==> src/dbsr_pkg.sv <==
// Package for the door bus slave responder: codes, constants and the reply CRC step.
`default_nettype none
package dbsr_pkg;

  // Input command codes
  typedef enum logic [1:0] {
    CMD_FRAME      = 2'd0,
    CMD_SET_ACTION = 2'd1,
    CMD_CLEAR      = 2'd2
  } cmd_t;

  // Configuration register indexes
  typedef enum logic [2:0] {
    CFG_MASTER_ADDR  = 3'd0,
    CFG_OWN_ADDR     = 3'd1,
    CFG_BCAST_ADDR   = 3'd2,
    CFG_SCAN_CMD     = 3'd3,
    CFG_STREQ_CMD    = 3'd4,
    CFG_STRSP_CMD    = 3'd5,
    CFG_DEVICE_TYPE  = 3'd6,
    CFG_CRC_SEED     = 3'd7
  } cfg_idx_t;

  typedef logic [7:0] byte_t;

  localparam logic [3:0] BROADCAST_LEN = 4'd2;
  localparam logic [3:0] REQUEST_LEN   = 4'd1;
  localparam byte_t      IDLE_CODE     = 8'h00;
  localparam byte_t      CRC_POLY      = 8'h07;
  localparam logic [3:0] SCAN_TAG      = 4'h2;
  localparam logic [3:0] STATUS_TAG    = 4'h3;
  localparam byte_t      ACTION_TRAIL  = 8'h10;

  // Reply sizes in bytes (CRC included)
  localparam int unsigned SCAN_BYTES   = 5;
  localparam int unsigned STATUS_BYTES = 6;
  localparam int unsigned MAX_BYTES    = 6;
  localparam int unsigned IDX_W        = $clog2(MAX_BYTES);

  // Reset values of the configuration registers
  localparam byte_t RST_MASTER_ADDR = 8'd0;
  localparam byte_t RST_OWN_ADDR    = 8'd40;
  localparam byte_t RST_BCAST_ADDR  = 8'd0;
  localparam byte_t RST_SCAN_CMD    = 8'd1;
  localparam byte_t RST_STREQ_CMD   = 8'd32;
  localparam byte_t RST_STRSP_CMD   = 8'd41;
  localparam byte_t RST_DEVICE_TYPE = 8'd20;
  localparam byte_t RST_CRC_SEED    = 8'd243;

  // One byte through the CRC-8 register, MSB first
  function automatic byte_t crc8_byte(input byte_t crc_in, input byte_t data);
    byte_t c;
    c = crc_in ^ data;
    for (int b = 0; b < 8; b++) begin
      if (c[7]) begin
        c = {c[6:0], 1'b0} ^ CRC_POLY;
      end else begin
        c = {c[6:0], 1'b0};
      end
    end
    return c;
  endfunction

endpackage
`default_nettype wire

==> src/door_bus_slave_responder.sv <==
// Top level of the door bus slave responder: frame decode, state and reply serializer.
// An input item is registered, decoded in the cycle it leaves the input register and
// loaded into the reply serializer, which emits one result per cycle while out_stall is
// low: one item with tx_valid low for inputs that cause no reply, five for a scan reply and
// six for a status reply. The CRC is accumulated one byte per transfer as the reply goes out.
// A new item is taken every cycle while replies are one item long and out_stall is low;
// otherwise a new input waits in the input register until the serializer has sent the last
// result of the reply before. The status outputs show the state after the item being emitted.
`default_nettype none
module door_bus_slave_responder (
  input  wire logic               clk,
  input  wire logic               rst_n,
  // configuration write port
  input  wire logic               cfg_wr_en,
  input  wire logic [2:0]         cfg_index,
  input  wire logic [7:0]         cfg_wdata,
  // input channel
  input  wire logic               in_valid,
  output      logic               in_stall,
  input  wire logic [1:0]         in_command,
  input  wire logic [3:0]         in_frame_len,
  input  wire logic [7:0]         in_rx_byte0,
  input  wire logic [7:0]         in_rx_byte1,
  input  wire logic [7:0]         in_rx_byte2,
  input  wire logic [7:0]         in_rx_byte3,
  input  wire logic [7:0]         in_rx_byte4,
  input  wire logic [7:0]         in_action_code,
  input  wire logic               in_action_is_stop,
  input  wire logic [2:0]         in_clear_mask,
  // result channel
  output      logic               out_valid,
  input  wire logic               out_stall,
  output      logic [7:0]         out_tx_byte,
  output      logic               out_tx_valid,
  output      logic               out_last,
  output      logic [7:0]         out_door_status,
  output      logic               out_connected_flag,
  output      logic               out_scanning_flag,
  output      logic               out_broadcast_seen
);
  import dbsr_pkg::*;

  // configuration registers
  byte_t master_addr_r, own_addr_r, bcast_addr_r, scan_cmd_r;
  byte_t streq_cmd_r, strsp_cmd_r, device_type_r, crc_seed_r;

  // input register
  logic       s1_valid_r;
  cmd_t       s1_cmd_r;
  logic [3:0] s1_len_r;
  byte_t      s1_b0_r, s1_b1_r, s1_b2_r, s1_act_r;
  logic       s1_stop_r;
  logic [2:0] s1_mask_r;

  // block state
  byte_t door_status_r, door_status_nxt;
  byte_t pend_act_r, pend_act_nxt;
  logic  pend_stop_r, pend_stop_nxt;
  logic  connected_r, connected_nxt;
  logic  scanning_r, scanning_nxt;
  logic  bcast_r, bcast_nxt;

  // reply serializer
  logic             s2_valid_r;
  byte_t            tx_r [MAX_BYTES];
  byte_t            tx_nxt [MAX_BYTES];
  logic [IDX_W-1:0] idx_r;
  logic [IDX_W-1:0] num_r, num_nxt;
  logic             has_reply_r, has_reply_nxt;
  byte_t            crc_r;

  logic out_xfer, s2_free, s1_adv, in_xfer, is_last;

  assign is_last  = (idx_r == num_r - IDX_W'(1));
  assign out_xfer = s2_valid_r && !out_stall;
  assign s2_free  = !s2_valid_r || (out_xfer && is_last);
  assign s1_adv   = s1_valid_r && s2_free;
  assign in_stall = s1_valid_r && !s2_free;
  assign in_xfer  = in_valid && !in_stall;

  // configuration writes
  always_ff @(posedge clk) begin
    if (!rst_n) begin
      master_addr_r <= RST_MASTER_ADDR;
      own_addr_r    <= RST_OWN_ADDR;
      bcast_addr_r  <= RST_BCAST_ADDR;
      scan_cmd_r    <= RST_SCAN_CMD;
      streq_cmd_r   <= RST_STREQ_CMD;
      strsp_cmd_r   <= RST_STRSP_CMD;
      device_type_r <= RST_DEVICE_TYPE;
      crc_seed_r    <= RST_CRC_SEED;
    end else if (cfg_wr_en) begin
      case (cfg_idx_t'(cfg_index))
        CFG_MASTER_ADDR: master_addr_r <= cfg_wdata;
        CFG_OWN_ADDR:    own_addr_r    <= cfg_wdata;
        CFG_BCAST_ADDR:  bcast_addr_r  <= cfg_wdata;
        CFG_SCAN_CMD:    scan_cmd_r    <= cfg_wdata;
        CFG_STREQ_CMD:   streq_cmd_r   <= cfg_wdata;
        CFG_STRSP_CMD:   strsp_cmd_r   <= cfg_wdata;
        CFG_DEVICE_TYPE: device_type_r <= cfg_wdata;
        CFG_CRC_SEED:    crc_seed_r    <= cfg_wdata;
        default: ;
      endcase
    end
  end

  // input register control
  always_ff @(posedge clk) begin
    if (!rst_n) begin
      s1_valid_r <= 1'b0;
    end else if (in_xfer) begin
      s1_valid_r <= 1'b1;
    end else if (s1_adv) begin
      s1_valid_r <= 1'b0;
    end
  end

  // input register payload
  always_ff @(posedge clk) begin
    if (in_xfer) begin
      s1_cmd_r  <= cmd_t'(in_command);
      s1_len_r  <= in_frame_len;
      s1_b0_r   <= in_rx_byte0;
      s1_b1_r   <= in_rx_byte1;
      s1_b2_r   <= in_rx_byte2;
      s1_act_r  <= in_action_code;
      s1_stop_r <= in_action_is_stop;
      s1_mask_r <= in_clear_mask;
    end
  end

  // decode: reply bytes and next state for the item in the input register
  logic [3:0] len_nib, cnt_nib;
  logic       len_ok, is_query, is_scan, is_streq, is_bcast;

  always_comb begin
    len_nib  = s1_b1_r[3:0];
    cnt_nib  = s1_b1_r[7:4] + 4'd1;
    len_ok   = (s1_len_r == 4'd4) || (s1_len_r == 4'd5);
    is_query = (s1_cmd_r == CMD_FRAME) && len_ok && (s1_b0_r == own_addr_r);
    is_scan  = is_query && (s1_len_r == 4'd5) && (len_nib == BROADCAST_LEN)
               && (s1_b2_r == scan_cmd_r);
    is_streq = is_query && (s1_len_r == 4'd4) && (len_nib == REQUEST_LEN)
               && (s1_b2_r == streq_cmd_r);
    is_bcast = (s1_cmd_r == CMD_FRAME) && !is_query && (s1_len_r == 4'd5)
               && (s1_b0_r == bcast_addr_r) && (len_nib == BROADCAST_LEN);

    door_status_nxt = door_status_r;
    pend_act_nxt    = pend_act_r;
    pend_stop_nxt   = pend_stop_r;
    connected_nxt   = connected_r;
    scanning_nxt    = scanning_r;
    bcast_nxt       = bcast_r;
    for (int i = 0; i < MAX_BYTES; i++) begin
      tx_nxt[i] = '0;
    end
    num_nxt       = IDX_W'(1);
    has_reply_nxt = 1'b0;

    case (s1_cmd_r)
      CMD_SET_ACTION: begin
        pend_act_nxt  = s1_act_r;
        pend_stop_nxt = s1_stop_r;
      end
      CMD_CLEAR: begin
        if (s1_mask_r[0]) bcast_nxt     = 1'b0;
        if (s1_mask_r[1]) connected_nxt = 1'b0;
        if (s1_mask_r[2]) scanning_nxt  = 1'b0;
      end
      CMD_FRAME: begin
        if (is_scan) begin
          tx_nxt[0]     = master_addr_r;
          tx_nxt[1]     = {cnt_nib, SCAN_TAG};
          tx_nxt[2]     = device_type_r;
          tx_nxt[3]     = own_addr_r;
          num_nxt       = IDX_W'(SCAN_BYTES);
          has_reply_nxt = 1'b1;
          scanning_nxt  = 1'b1;
        end else if (is_streq) begin
          tx_nxt[0]     = master_addr_r;
          tx_nxt[1]     = {cnt_nib, STATUS_TAG};
          tx_nxt[2]     = strsp_cmd_r;
          tx_nxt[3]     = pend_stop_r ? 8'h00 : pend_act_r;
          tx_nxt[4]     = pend_stop_r ? 8'h00 : ACTION_TRAIL;
          num_nxt       = IDX_W'(STATUS_BYTES);
          has_reply_nxt = 1'b1;
          pend_act_nxt  = IDLE_CODE;
          pend_stop_nxt = 1'b0;
          connected_nxt = 1'b1;
        end else if (is_bcast) begin
          door_status_nxt = s1_b2_r;
          bcast_nxt       = 1'b1;
        end
      end
      default: ;
    endcase
  end

  // block state, updated as an item moves into the serializer
  always_ff @(posedge clk) begin
    if (!rst_n) begin
      door_status_r <= '0;
      pend_act_r    <= IDLE_CODE;
      pend_stop_r   <= 1'b0;
      connected_r   <= 1'b0;
      scanning_r    <= 1'b0;
      bcast_r       <= 1'b0;
    end else if (s1_adv) begin
      door_status_r <= door_status_nxt;
      pend_act_r    <= pend_act_nxt;
      pend_stop_r   <= pend_stop_nxt;
      connected_r   <= connected_nxt;
      scanning_r    <= scanning_nxt;
      bcast_r       <= bcast_nxt;
    end
  end

  // serializer control
  always_ff @(posedge clk) begin
    if (!rst_n) begin
      s2_valid_r <= 1'b0;
      idx_r      <= '0;
    end else if (s1_adv) begin
      s2_valid_r <= 1'b1;
      idx_r      <= '0;
    end else if (out_xfer) begin
      if (is_last) begin
        s2_valid_r <= 1'b0;
      end else begin
        idx_r <= idx_r + IDX_W'(1);
      end
    end
  end

  // serializer payload and running CRC
  always_ff @(posedge clk) begin
    if (s1_adv) begin
      for (int i = 0; i < MAX_BYTES; i++) begin
        tx_r[i] <= tx_nxt[i];
      end
      num_r       <= num_nxt;
      has_reply_r <= has_reply_nxt;
      crc_r       <= crc_seed_r;
    end else if (out_xfer && !is_last) begin
      crc_r <= crc8_byte(crc_r, tx_r[idx_r]);
    end
  end

  // result outputs
  assign out_valid          = s2_valid_r;
  assign out_tx_valid       = has_reply_r;
  assign out_last           = is_last;
  assign out_tx_byte        = !has_reply_r ? 8'h00 : (is_last ? crc_r : tx_r[idx_r]);
  assign out_door_status    = door_status_r;
  assign out_connected_flag = connected_r;
  assign out_scanning_flag  = scanning_r;
  assign out_broadcast_seen = bcast_r;

endmodule
`default_nettype wire

==> config.mk <==
export PLATFORM = sky130hd
export DESIGN_NAME = door_bus_slave_responder
export DESIGN_NICKNAME = d
export VERILOG_FILES = /design/src/dbsr_pkg.sv /design/src/door_bus_slave_responder.sv
export SDC_FILE = /design/constraint.sdc
export NUM_CORES = 1
export LEC_CHECK = 0
export BUFFER_PORTS_ARGS = -buffer_cell sky130_fd_sc_hd__buf_2
export CORE_ASPECT_RATIO = 0.7
export CORE_MARGIN = 2
export CORE_UTILIZATION = 48
export DETAILED_ROUTE_END_ITERATION = 8
export PLACE_DENSITY_LB_ADDON = 0.05
export SYNTH_ARGS = -nofsm -noshare
export SYNTH_HDL_FRONTEND = slang
export SYNTH_SLANG_ARGS = --single-unit
==> constraint.sdc <==
create_clock -name clk -period 4.9 [get_ports clk]
set_clock_uncertainty 0.05 [all_clocks]
set_input_delay 0.98 -clock clk [delete_from_list [all_inputs] [get_ports clk]]
set_output_delay 0.98 -clock clk [all_outputs]
set_load 0.01 [all_outputs]
Yosys cells after proc, flatten, opt, wreduce, memory -nomap -nowiden

Memory sizes are Yosys's and may differ from the RTL's. A register that Yosys moved wholly into a read port is not among the register bits.
Index checks and enable logic that the tools add are counted.

Bits in registers: 143
RAM bits: 48
Bits of input ports: 74
Output and inout bits: 23
Logic and storage cells: 187
Memories kept: 1

Add/subtract/negate cells: 3
Equal/unequal tests: 26
Mux-type cells: 63
Bitwise logic cells: 14
Reductions and logical operators: 51

Memory list:

| name | depth | width | rd ports | clocked after memory_dff | wr ports | RTL line                       | source |
|---|---|---|---|---|---|---|---|
| tx_r | 6     | 8     | 1        | 1                        | 6        | door_bus_slave_responder.sv:65 | `byte_t tx_r [MAX_BYTES];` |

Operator list:

| cell                                                             | count |
|---|---|
| 8-bit two-way mux                                                | 22 |
| 40-bit two-way mux                                               | 2 |
| 3-bit two-way mux                                                | 12 |
| 8-bit == test                                                    | 4 |
| 32-bit two-way mux                                               | 1 |
| 3-bit inverter                                                   | 8 |
| 1-bit two-way mux                                                | 20 |
| 2-bit AND reduction                                              | 10 |
| 1-bit logical AND                                                | 18 |
| 2-bit inequality test (second input constant)                    | 8 |
| 8-bit one-hot mux with 2 select lines                            | 1 |
| 3-bit == test (second input constant)                            | 4 |
| 2-bit nonzero test                                               | 6 |
| 5-bit AND reduction                                              | 2 |
| 4-bit by 3-bit == test with 1-bit output (second input constant) | 2 |
| 1-bit one-hot mux with 2 select lines                            | 4 |
| 4-bit AND reduction                                              | 2 |
| 8-bit bitwise XOR                                                | 1 |
| 3-bit by 2-bit == test with 1-bit output (second input constant) | 2 |
| 1-bit logical NOT                                                | 6 |
| 6-bit AND reduction                                              | 1 |
| 5-bit two-way mux                                                | 1 |
| 1-bit inverter                                                   | 5 |
| 4-bit by 1-bit adder with 4-bit output (second input constant)   | 1 |
| other kinds (12)                                                 | 14 |

Longest topological paths before layout

Gate-level depths: netlist (run 1).

Depth after elaboration: 34
Gate-level depth with buffers: 10
Depth with buffers taken out: 9

Worst setup path before layout (run 1)

Ideal clock, no wire load.

Kind: input to register
Start: input port out_stall
End: register s1_act_r[0] (enable)
Setup time: 0.446 ns
Arrival time: 3.269 ns
Required time: 4.404 ns
Path slack: 1.134 ns
Cell stages on the path: 4
Path through: inv_1 -> a41oi_2 -> and2_1 -> nor2b_1

Longest elaborated chain between the ends: 8

Ends and longest elaborated chain:

| element              | RTL line                        | source |
|---|---|---|
| from (decl)          | door_bus_slave_responder.sv:32  | `input wire logic out_stall,` |
| 1-bit logical NOT    | door_bus_slave_responder.sv:75  | `assign out_xfer = s2_valid_r && !out_stall;` |
| 1-bit logical AND    | door_bus_slave_responder.sv:75  |  |
| 1-bit logical AND    | door_bus_slave_responder.sv:76  | `assign s2_free = !s2_valid_r \|\| (out_xfer && is_last);` |
| 1-bit logical OR     | door_bus_slave_responder.sv:76  |  |
| 1-bit logical NOT    | door_bus_slave_responder.sv:78  | `assign in_stall = s1_valid_r && !s2_free;` |
| 1-bit logical AND    | door_bus_slave_responder.sv:78  |  |
| net in_stall         | door_bus_slave_responder.sv:19  | `output logic in_stall,` |
| 1-bit logical NOT    | door_bus_slave_responder.sv:79  | `assign in_xfer = in_valid && !in_stall;` |
| 1-bit logical AND    | door_bus_slave_responder.sv:79  |  |
| net in_xfer          | door_bus_slave_responder.sv:72  | `logic out_xfer, s2_free, s1_adv, in_xfer, is_last;` |
| to (signal assigned) | door_bus_slave_responder.sv:126 | `s1_act_r <= in_action_code;` |
| to (decl)            | door_bus_slave_responder.sv:51  | `byte_t s1_b0_r, s1_b1_r, s1_b2_r, s1_act_r;` |

The timed path passes the listed nets, and every way through them passes these cells.
A chain may end at the register's enable or synchronous reset.

==> results of run 1 <==
area by class of cell:
type,count,area [sq um],area share
Timing Repair Buffer,83,422.9,0.04921
Multi-Input combinational cell,486,3012,0.3505
Clock buffer,18,429.2,0.04994
Sequential cell,174,4304,0.5009
Clock inverter,14,133.9,0.01558
Tap cell,200,250.2,0.02912
Inverter,11,41.29,0.004805
cells by family after synthesis:
group | Yosys count | synth area share
simple gates | 285 | 0.1739
flops | 174 | 0.5719
compound gates | 116 | 0.1012
xor+xnor | 61 | 0.07947
buf+inv | 47 | 0.02893
mux | 21 | 0.03957
fa+ha+maj | 3 | 0.004988
power groups by stage:
stage,Combinational [mW],Clock [mW],Sequential [mW]
finish,0.347,1.30,1.66
global route,0.383,1.40,1.66
CTS,0.347,1.33,1.66
detailed placement,0.346,0,1.69
global placement,0.338,0,1.69
floorplan,0.267,0,1.67
layer usage:
layer	track usage	wire length, um	vias to the layer above
met1	0.3051	8321	2499
met4	0.08060	342	0
met3	0.05207	972	23
met5	0	0	-
met2	0.3317	7618	161
li1	-	-	2590
cells in the mapped netlist (4+ instances only):
library cell and instances:
a21oi_1 65, a22o_1 16, and2_1 16, buf_1 8, buf_2 6, clkbuf_1 16, dfxtp_1 92, edfxtp_1 82
inv_1 9, mux2i_1 14, nand2_1 163, nand3_1 30, nand4_1 6, nor2_1 29, nor2b_1 11, nor3_1 5
nor4_1 5, o211a_1 4, o21ai_0 6, o21ai_1 4, o41ai_1 9, xnor2_1 29, xor2_1 26
stage by stage:
| stage | instance area, sq um | cells |
|---|---|---|
| after floorplan | 7526 | 707 |
| after CTS | 8593 | 986 |
| final | 8593 | 986 |
| after global routing | 8593 | 986 |
| after detailed placement | 8030 | 954 |
| after global placement | 8030 | 954 |
worst paths after layout:
path,from,end,slack (ns)
max,tx_r[1][0],out_tx_byte[0],1.18
min,master_addr_r[6],master_addr_r[6],0.40
max reg2reg,s1_cmd_r[1],tx_r[3][6],1.94
min reg2reg,master_addr_r[6],master_addr_r[6],0.40
cells in the final DEF, fill, tap and decap left out, types with 9 or more instances in the layout:
| cell type | netlist | layout |
|---|---|---|
| xnor2_1 | 29 | 29 |
| clkbuf_16 | 0 | 17 |
| dfxtp_1 | 92 | 92 |
| o41ai_1 | 9 | 9 |
| buf_2 | 6 | 80 |
| nand3_1 | 30 | 30 |
| edfxtp_1 | 82 | 82 |
| nor2b_1 | 11 | 10 |
| mux2i_1 | 14 | 14 |
| and2_1 | 16 | 16 |
| nor2_1 | 29 | 29 |
| a22o_1 | 16 | 16 |
| nand2_1 | 163 | 163 |
| xor2_1 | 26 | 26 |
| a21oi_1 | 65 | 65 |
| inv_1 | 9 | 9 |
worst reg2reg max path, stage by stage (launching register included):
cell	delay, ns
edfxtp_1	0.61
nor2_1	0.32
nand2_1	0.12
nor3_2	0.38
and2_1	0.53
nor2b_1	0.59
a22o_1	0.24
==> run_results.csv, run 1 <==
group,metric,value,unit
outcome,status,"completed",
synthesis,yosysWarningCount,0,
setup_path,cp.required,3.87,ns
synthesis,avgSynthCellArea,10.64,sq um
setup_path,criticalPathCategory,"reg -> out",
final_layout,largest_reg_flops,31,
global_routing,grt_util_all_layers,0.2177,
global_routing,grt_pass1_vias,5135,
setup_path,worstPathArrival,2.69,ns
setup_path,cpMostUsedCell,"inv_1",
synthesis,synth-async-reset-ratio,0,
setup_path,path_buf_inv,3,
global_routing,grt_pass1_wl,27540,um
clocking,h-tree-depth,4,
timing,fin_setup_tns,0,ns
power_and_ir_drop,p_per_area,384.7,nW/um^2
clocking,clkTransAtPathRegs,0.07,ns
timing,max_freq,0.2688,GHz
place,place_ws,1.628,ns
final_layout,drive_gt1_frac,0.1768,
power_and_ir_drop,total_power,3.306,mW
routing,drt_wl_total,17250,um
setup_path,cp_top_family,"simple AND/OR/NAND/NOR gates",
timing,fin_crit_sh,0.7592,
synthesis,syn-cell-area,7526,sq um
clocking,holdBufCountCts,0,
setup_path,crit_path_top_delay_cell,"edfxtp_1",
final_layout,diodes,0,
routing,first_pass_iters,6,
setup_path,start_kind,"flop",
timing,hold_violations,0,
clocking,cts_root_buf,"clkbuf_16",
setup_path,critical-path-max-stage-delay,0.42,ns
power_and_ir_drop,p_int,2.475,mW
timing,relSlewSlack,0.2057,
timing,fin_ws,1.180,ns
power_and_ir_drop,p_comb_frac,0.105,
routing,vias,5273,
routing,avgViaCountPerCell,5.348,
synthesis,synth_cell_type_count,56,
final_layout,n_fill_cell,1347,
setup_path,path_depth,9,
synthesis,ys_dominant_reg_cell,"dfxtp_1",
synthesis,yosys.area.top_type,"edfxtp_1",
setup_path,cp_cell_sequence,"inv_1 -> ha_1 -> xnor3_2 -> nand3_1 -> inv_1 -> and2_1 -> a31oi_1 -> nor2b_1 -> buf_2",
synthesis,synth_top_area_frac,0.3272,
final_layout,utilization,0.5578,
synthesis,synth-edff-count,82,
floorplan,die_w,153.7,um
timing,drv_slew,0,
setup_path,cp_max_fo,11,
timing,rsz0062_at_grt,"no",
timing,worst_hold_slack,0.4042,ns
routing,antenna_left,0,
clocking,ctsResizeCount,0,
synthesis,synth_area_leaders,"edfxtp_1, dfxtp_1, nand2_1, a21oi_1, xnor2_1",
floorplan,io_pins,97,
synthesis,ys_seq_area_frac,0.5719,
floorplan,rows,38,
hold_path,hold_depth,2,
power_and_ir_drop,pwr-share-seq,0.501,
global_routing,grt_max_degree,47,
setup_path,end_kind,"output pin",
timing,max_slew.worst_pin.slew,1.191,ns
routing,drtIter0Drc,408,
floorplan,initial_core_util,0.4885,
timing,setup_viol_count_final,0,
power_and_ir_drop,power.switching,0.8316,mW
power_and_ir_drop,p_clk_frac,0.394,
flow_run,cap_viol_max_count,0,
timing,final.min_clock_period,3.720,ns
clocking,cts_setup_buffers,0,
power_and_ir_drop,total_leakage_power,3.236,nW
routing,wl_per_cell,17.50,um
clocking,clk_path_buf_depth,2,
power_and_ir_drop,swShare,0.2515,
floorplan,die-area,16710,sq um
clocking,clock-sinks,174,
hold_path,hp-class,"reg -> reg",
clocking,cts_tree,"yes",
place,dp_hpwl,12110,um
final_layout,nets,850,
global_routing,antenna_found_initial,0,
synthesis,ys_seq_elements,174,
place,port-buffer-count,80,
floorplan,coreArea,15400,sq um
floorplan,die_h,108.8,um
power_and_ir_drop,irDropWorstVdd,197.3,uV
global_routing,grt.overflow.total,0,
synthesis,syn-num-nets,784,
setup_path,worstRegToRegCells,6,
final_layout,area_growth,14.18,%
routing,remaining_drc_errors,0,
place,gp_congestion,0.8443,
final_layout,largest-register,"tx_r",
clocking,numCtsBuffers,17,
synthesis,synth_cells,707,
clocking,clk_latency,0.43,ns
Power figures use the tool's default switching activity.
==> run 2: changes to the inputs <==
Settings changed: ABC_AREA from default to 1.
Clock period 4.9 ns to 3 ns, I/O delays scaled along.
==> run_results.csv, run 2 <==
group,metric,value,unit
global_routing,grt.overflow.total,0,
synthesis,ys_dominant_reg_cell,"dfxtp_1",
routing,antenna_left,0,
timing,drv_slew,0,
clocking,clk_latency,0.43,ns
synthesis,yosysMostFrequentCell,"nand2_1",
routing,remaining_drc_errors,0,
power_and_ir_drop,irDropWorstVdd,308.8,uV
synthesis,syn-cell-area,7911,sq um
routing,drt_wl_total,18780,um
final_layout,largest_reg_flops,31,
synthesis,avgSynthCellArea,8.336,sq um
floorplan,die-area,17540,sq um
clocking,numCtsBuffers,17,
synthesis,yosysWarningCount,0,
power_and_ir_drop,p_per_area,582.3,nW/um^2
outcome,status,"completed",
setup_path,criticalPathCategory,"reg -> out",
timing,hold_violations,0,
final_layout,layout.area.seq,4304,sq um
clocking,clk_path_buf_depth,2,
clocking,h-tree-depth,4,
hold_path,hp-class,"in -> reg",
global_routing,grt_pass1_vias,5701,
place,port-buffer-count,80,
power_and_ir_drop,total_power,5.283,mW
timing,fin_crit_sh,0.9511,
final_layout,multiInputGateArea,3044,sq um
routing,avgViaCountPerCell,4.994,
routing,vias,6327,
clocking,cts_root_buf,"clkbuf_16",
floorplan,io_pins,97,
final_layout,layout_common_cells,"nand2_1, nor2_1, inv_1, dfxtp_1, edfxtp_1",
timing,setup_viol_count_final,0,
setup_path,cp.required,2.35,ns
floorplan,die_w,157.4,um
clocking,cts_setup_buffers,0,
clocking,clkTransAtPathRegs,0.07,ns
global_routing,grt_max_degree,43,
synthesis,synth-edff-count,82,
timing,max_slew.worst_pin.slew,0.5927,ns
place,dp_hpwl,13400,um
floorplan,rows,39,
timing,worst_hold_slack,0.2860,ns
clocking,cts_tree,"yes",
synthesis,synth_cell_type_count,42,
global_routing,antenna_found_initial,0,
synthesis,synth_area_leaders,"edfxtp_1, dfxtp_1, nand2_1, nor2_1, inv_1",
final_layout,nets,1106,
synthesis,ys_seq_elements,174,
synthesis,yosys.area.top_type,"edfxtp_1",
synthesis,syn-num-nets,1026,
final_layout,diodes,0,
synthesis,ys_seq_area_frac,0.5440,
setup_path,start_kind,"flop",
floorplan,initial_core_util,0.4883,
final_layout,n_fill_cell,1553,
floorplan,coreArea,16200,sq um
synthesis,synthTopCellsByCount,"nand2_1, nor2_1, inv_1",
timing,final.min_clock_period,2.853,ns
timing,fin_setup_tns,0,ns
final_layout,utilization,0.5600,
setup_path,cp_max_fo,19,
global_routing,grt_util_all_layers,0.2268,
final_layout,drive_gt1_frac,0.1382,
routing,wl_per_cell,14.82,um
final_layout,largest-register,"tx_r",
flow_run,cap_viol_max_count,0,
power_and_ir_drop,total_leakage_power,3.970,nW
synthesis,synth_cells,949,
clocking,clock-sinks,174,
routing,drtIter0Drc,565,
timing,rsz0062_at_grt,"no",
routing,first_pass_iters,5,
timing,max_freq,0.3505,GHz
synthesis,synth-async-reset-ratio,0,
place,gp_congestion,0.8709,
setup_path,end_kind,"output pin",
synthesis,synth_top_area_frac,0.3112,
global_routing,grt_pass1_wl,30390,um
setup_path,worstPathArrival,2.20,ns
final_layout,area_growth,14.68,%
floorplan,die_h,111.4,um
final_layout,final_common_cell,"nand2_1",
timing,relSlewSlack,0.6049,
run 2: changes by cell type after synthesis, moves of 12 or more:
cell / delta
nand3b_1: +12
xnor2_1: -22
inv_1: +90
mux2i_1: -14
nand3_1: +37
nand2_1: +71
xor2_1: -16
and2_1: -16
o21ai_0: +67
nor2_1: +91
run 2: critical path: stages, from the launching register on:
cell and delay (ns):
edfxtp_1 0.37, inv_1 0.11, ha_1 0.24, xnor2_1 0.12
nor2_1 0.21, nand2_4 0.18, a211oi_1 0.34, buf_2 0.20
run 2: final timing paths:
check	from	slack [ns]	endpoint	cells past startpoint
setup / recovery	tx_r[1][0]	0.15	out_tx_byte[2]	7
hold / removal	in_rx_byte1[3]	0.29	s1_b1_r[3]	1
setup reg to reg	tx_r[1][0]	0.56	out_door_status[7]	12
hold reg to reg	master_addr_r[0]	0.40	master_addr_r[0]	2
run 2: cell families (layout without fill, tap and decap cells):
kind of cell | after synthesis | in the layout | synth area share
xor+xnor | 18 | 18 | 0.02088
simple gates | 467 | 467 | 0.2553
compound gates | 152 | 152 | 0.1033
fa+ha+maj | 3 | 3 | 0.004745
flops | 174 | 174 | 0.5440
buf+inv | 135 | 228 | 0.07180
run 2: metal layers:
metal  routed length (um)  track usage
met5                    0            0
met4                  120      0.04485
met3                 1249      0.05216
met2                 7464       0.3092
met1                 9949       0.3655
run 2: per-stage QoR:
stage	std cells	area [sq um]	worst slack, ns
global placement	1235	8516	0.5947
detailed placement	1235	8516	0.5883
global route	1267	9072	0.01017
finish	1267	9072	0.1466
CTS	1267	9067	0.1226
floorplan	949	7911	0.3820
run 2: timing repair:
action                     4_1_cts  5_1_grt
setup endpoints to repair        0        2
hold buffers                     0        0
resized for setup                0        1
run 2: area by class of cell:
| type | instances | share of cell area |
|---|---|---|
| flip-flops and latches | 174 | 0.4744 |
| multi-input cells | 640 | 0.3355 |
| repair buffers | 90 | 0.05379 |
| clock buffers | 18 | 0.04730 |
| inverters | 106 | 0.04441 |
| well taps | 225 | 0.03103 |
| clock inverters | 14 | 0.01352 |
run 2: power by group:
group / internal, mW / switching [mW]
clock network: 1.09 / 1.01
registers: 2.60 / 0.0693
logic: 0.173 / 0.334
total: 3.87 / 1.41
==> run 3: changes to the inputs <==
Settings changed: CORE_UTILIZATION 48 to 25.
==> run_results.csv, run 3 (synthesized netlist as in run 2, its figures left out) <==
group,metric,value,unit
floorplan,rows,54,
hold_path,hp-class,"in -> reg",
floorplan,die-area,33110,sq um
power_and_ir_drop,total_leakage_power,4.031,nW
routing,vias,6294,
routing,avgViaCountPerCell,4.290,
place,place_area,8797,sq um
global_routing,grt_pass1_wl,36440,um
setup_path,criticalPathCategory,"reg -> out",
global_routing,grt_util_all_layers,0.1476,
power_and_ir_drop,p_clk_frac,0.431,
timing,drv_slew,0,
routing,drt_wl_total,23590,um
setup_path,cp_max_fo,19,
clocking,h-tree-depth,4,
floorplan,die_w,216.6,um
timing,setup_viol_count_final,0,
setup_path,worstPathArrival,2.16,ns
final_layout,layout_common_cells,"nand2_1, nor2_1, inv_1, dfxtp_1, edfxtp_1",
power_and_ir_drop,irDropWorstVdd,323.9,uV
power_and_ir_drop,total_power,5.636,mW
setup_path,critical-path-max-stage-delay,0.37,ns
final_layout,drive_gt1_frac,0.1452,
floorplan,io_pins,97,
global_routing,grt.overflow.total,0,
final_layout,largest-register,"tx_r",
routing,wl_per_cell,16.08,um
timing,hold_violations,0,
setup_path,end_kind,"output pin",
power_and_ir_drop,p_int,4.197,mW
final_layout,area_growth,19.26,%
timing,fin_ws,0.1861,ns
setup_path,crit_path_top_delay_cell,"edfxtp_1",
power_and_ir_drop,p_per_area,597.3,nW/um^2
floorplan,die_h,152.8,um
flow_run,cap_viol_max_count,0,
clocking,clk_latency,0.44,ns
place,dp_hpwl,17060,um
clocking,numCtsBuffers,17,
timing,fin_setup_tns,0,ns
final_layout,utilization,0.3029,
outcome,status,"completed",
power_and_ir_drop,swShare,0.2553,
final_layout,nets,1111,
timing,worst_hold_slack,0.2784,ns
timing,relSlewSlack,0.6176,
clocking,holdBufCountCts,0,
place,port-buffer-count,80,
timing,final.min_clock_period,2.814,ns
routing,first_pass_iters,5,
global_routing,grt_pass1_vias,6015,
place,placed_cells,1435,
power_and_ir_drop,pwr-share-seq,0.474,
global_routing,grt_max_degree,39,
clocking,cts_setup_buffers,0,
clocking,clk_path_buf_depth,2,
timing,rsz0062_at_grt,"yes",
timing,fin_crit_sh,0.9380,
power_and_ir_drop,p_comb_frac,0.095,
floorplan,initial_core_util,0.2540,
place,place_ws,0.4277,ns
global_routing,antenna_found_initial,0,
routing,remaining_drc_errors,0,
clocking,cts_tree,"yes",
routing,drtIter0Drc,396,
power_and_ir_drop,power.switching,1.439,mW
final_layout,layout.cells.non_filler,1467,
setup_path,start_kind,"flop",
final_layout,n_fill_cell,3339,
place,gp_congestion,0.7839,
clocking,cts_root_buf,"clkbuf_16",
clocking,clock-sinks,174,
final_layout,largest_reg_flops,31,
routing,antenna_left,0,
setup_path,cp_cell_sequence,"inv_1 -> ha_1 -> xnor2_1 -> nor2_1 -> nand2_4 -> a211oi_1 -> buf_2",
clocking,clkTransAtPathRegs,0.07,ns
setup_path,cp.required,2.35,ns
final_layout,final_area,9435,sq um
floorplan,coreArea,31150,sq um
timing,max_slew.worst_pin.slew,0.5736,ns
timing,max_freq,0.3554,GHz
final_layout,diodes,0,
final_layout,final_common_cell,"nand2_1",
==> run 3: changes by cell type in the layout (fill, tap and decap cells not counted), sizes merged <==
cell | before | now
inv | 111 | 105
buf | 90 | 95
bufinv | 0 | 4
clkinv | 7 | 9
==> run 3: worst paths after layout <==
kind	cells after the start	slack, ns	end	start
max	7	0.19	out_tx_byte[7]	tx_r[1][0]
min	1	0.28	s1_cmd_r[1]	in_command[1]
max reg2reg	12	0.52	out_door_status[4]	tx_r[1][0]
min reg2reg	2	0.40	master_addr_r[3]	master_addr_r[3]
==> run 3: worst max-delay path: cells and delay by family, from the launching register on <==
kind / cells / cell delay (ns)
AND/OR/NAND/NOR: 2 / 0.39
flip-flops: 1 / 0.37
buffers and inverters: 2 / 0.30
AO/OA/AOI/OAI: 1 / 0.29
adder cells (fa/ha/maj): 1 / 0.25
XOR/XNOR: 1 / 0.13
==> run 3: cell type report <==
| cell class | instances | area [sq um] | share of cell area |
|---|---|---|---|
| inverter | 106 | 402.9 | 0.04270 |
| clock inverter | 14 | 187.7 | 0.01989 |
| sequential | 174 | 4305 | 0.4563 |
| multi-input combinational | 640 | 3049 | 0.3232 |
| tap | 420 | 525.5 | 0.05570 |
| timing repair buffer | 95 | 525.5 | 0.05570 |
| clock buffer | 18 | 439.2 | 0.04655 |
==> run 3: timing repair <==
| item | 4_1_cts | 5_1_grt |
|---|---|---|
| resized for setup | 1 | 3 |
| gates cloned | 0 | 0 |
| endpoints found under the setup margin | 1 | 8 |
==> run 3: power groups by stage <==
stage | registers, mW | logic [mW] | clock network (mW)
after floorplan | 2.70 | 0.351 | 0
after global placement | 2.73 | 0.541 | 0
after detailed placement | 2.73 | 0.537 | 0
after CTS | 2.67 | 0.541 | 2.52
after global routing | 2.69 | 0.607 | 2.61
final | 2.67 | 0.534 | 2.43
==> run 3: routing by layer <==
layer,wire length (um),track usage,vias to the layer above
li1,-,-,3287
met1,13000,0.2302,2875
met2,9409,0.1990,119
met3,988,0.03682,13
met4,193,0.03620,0
met5,0,0,-
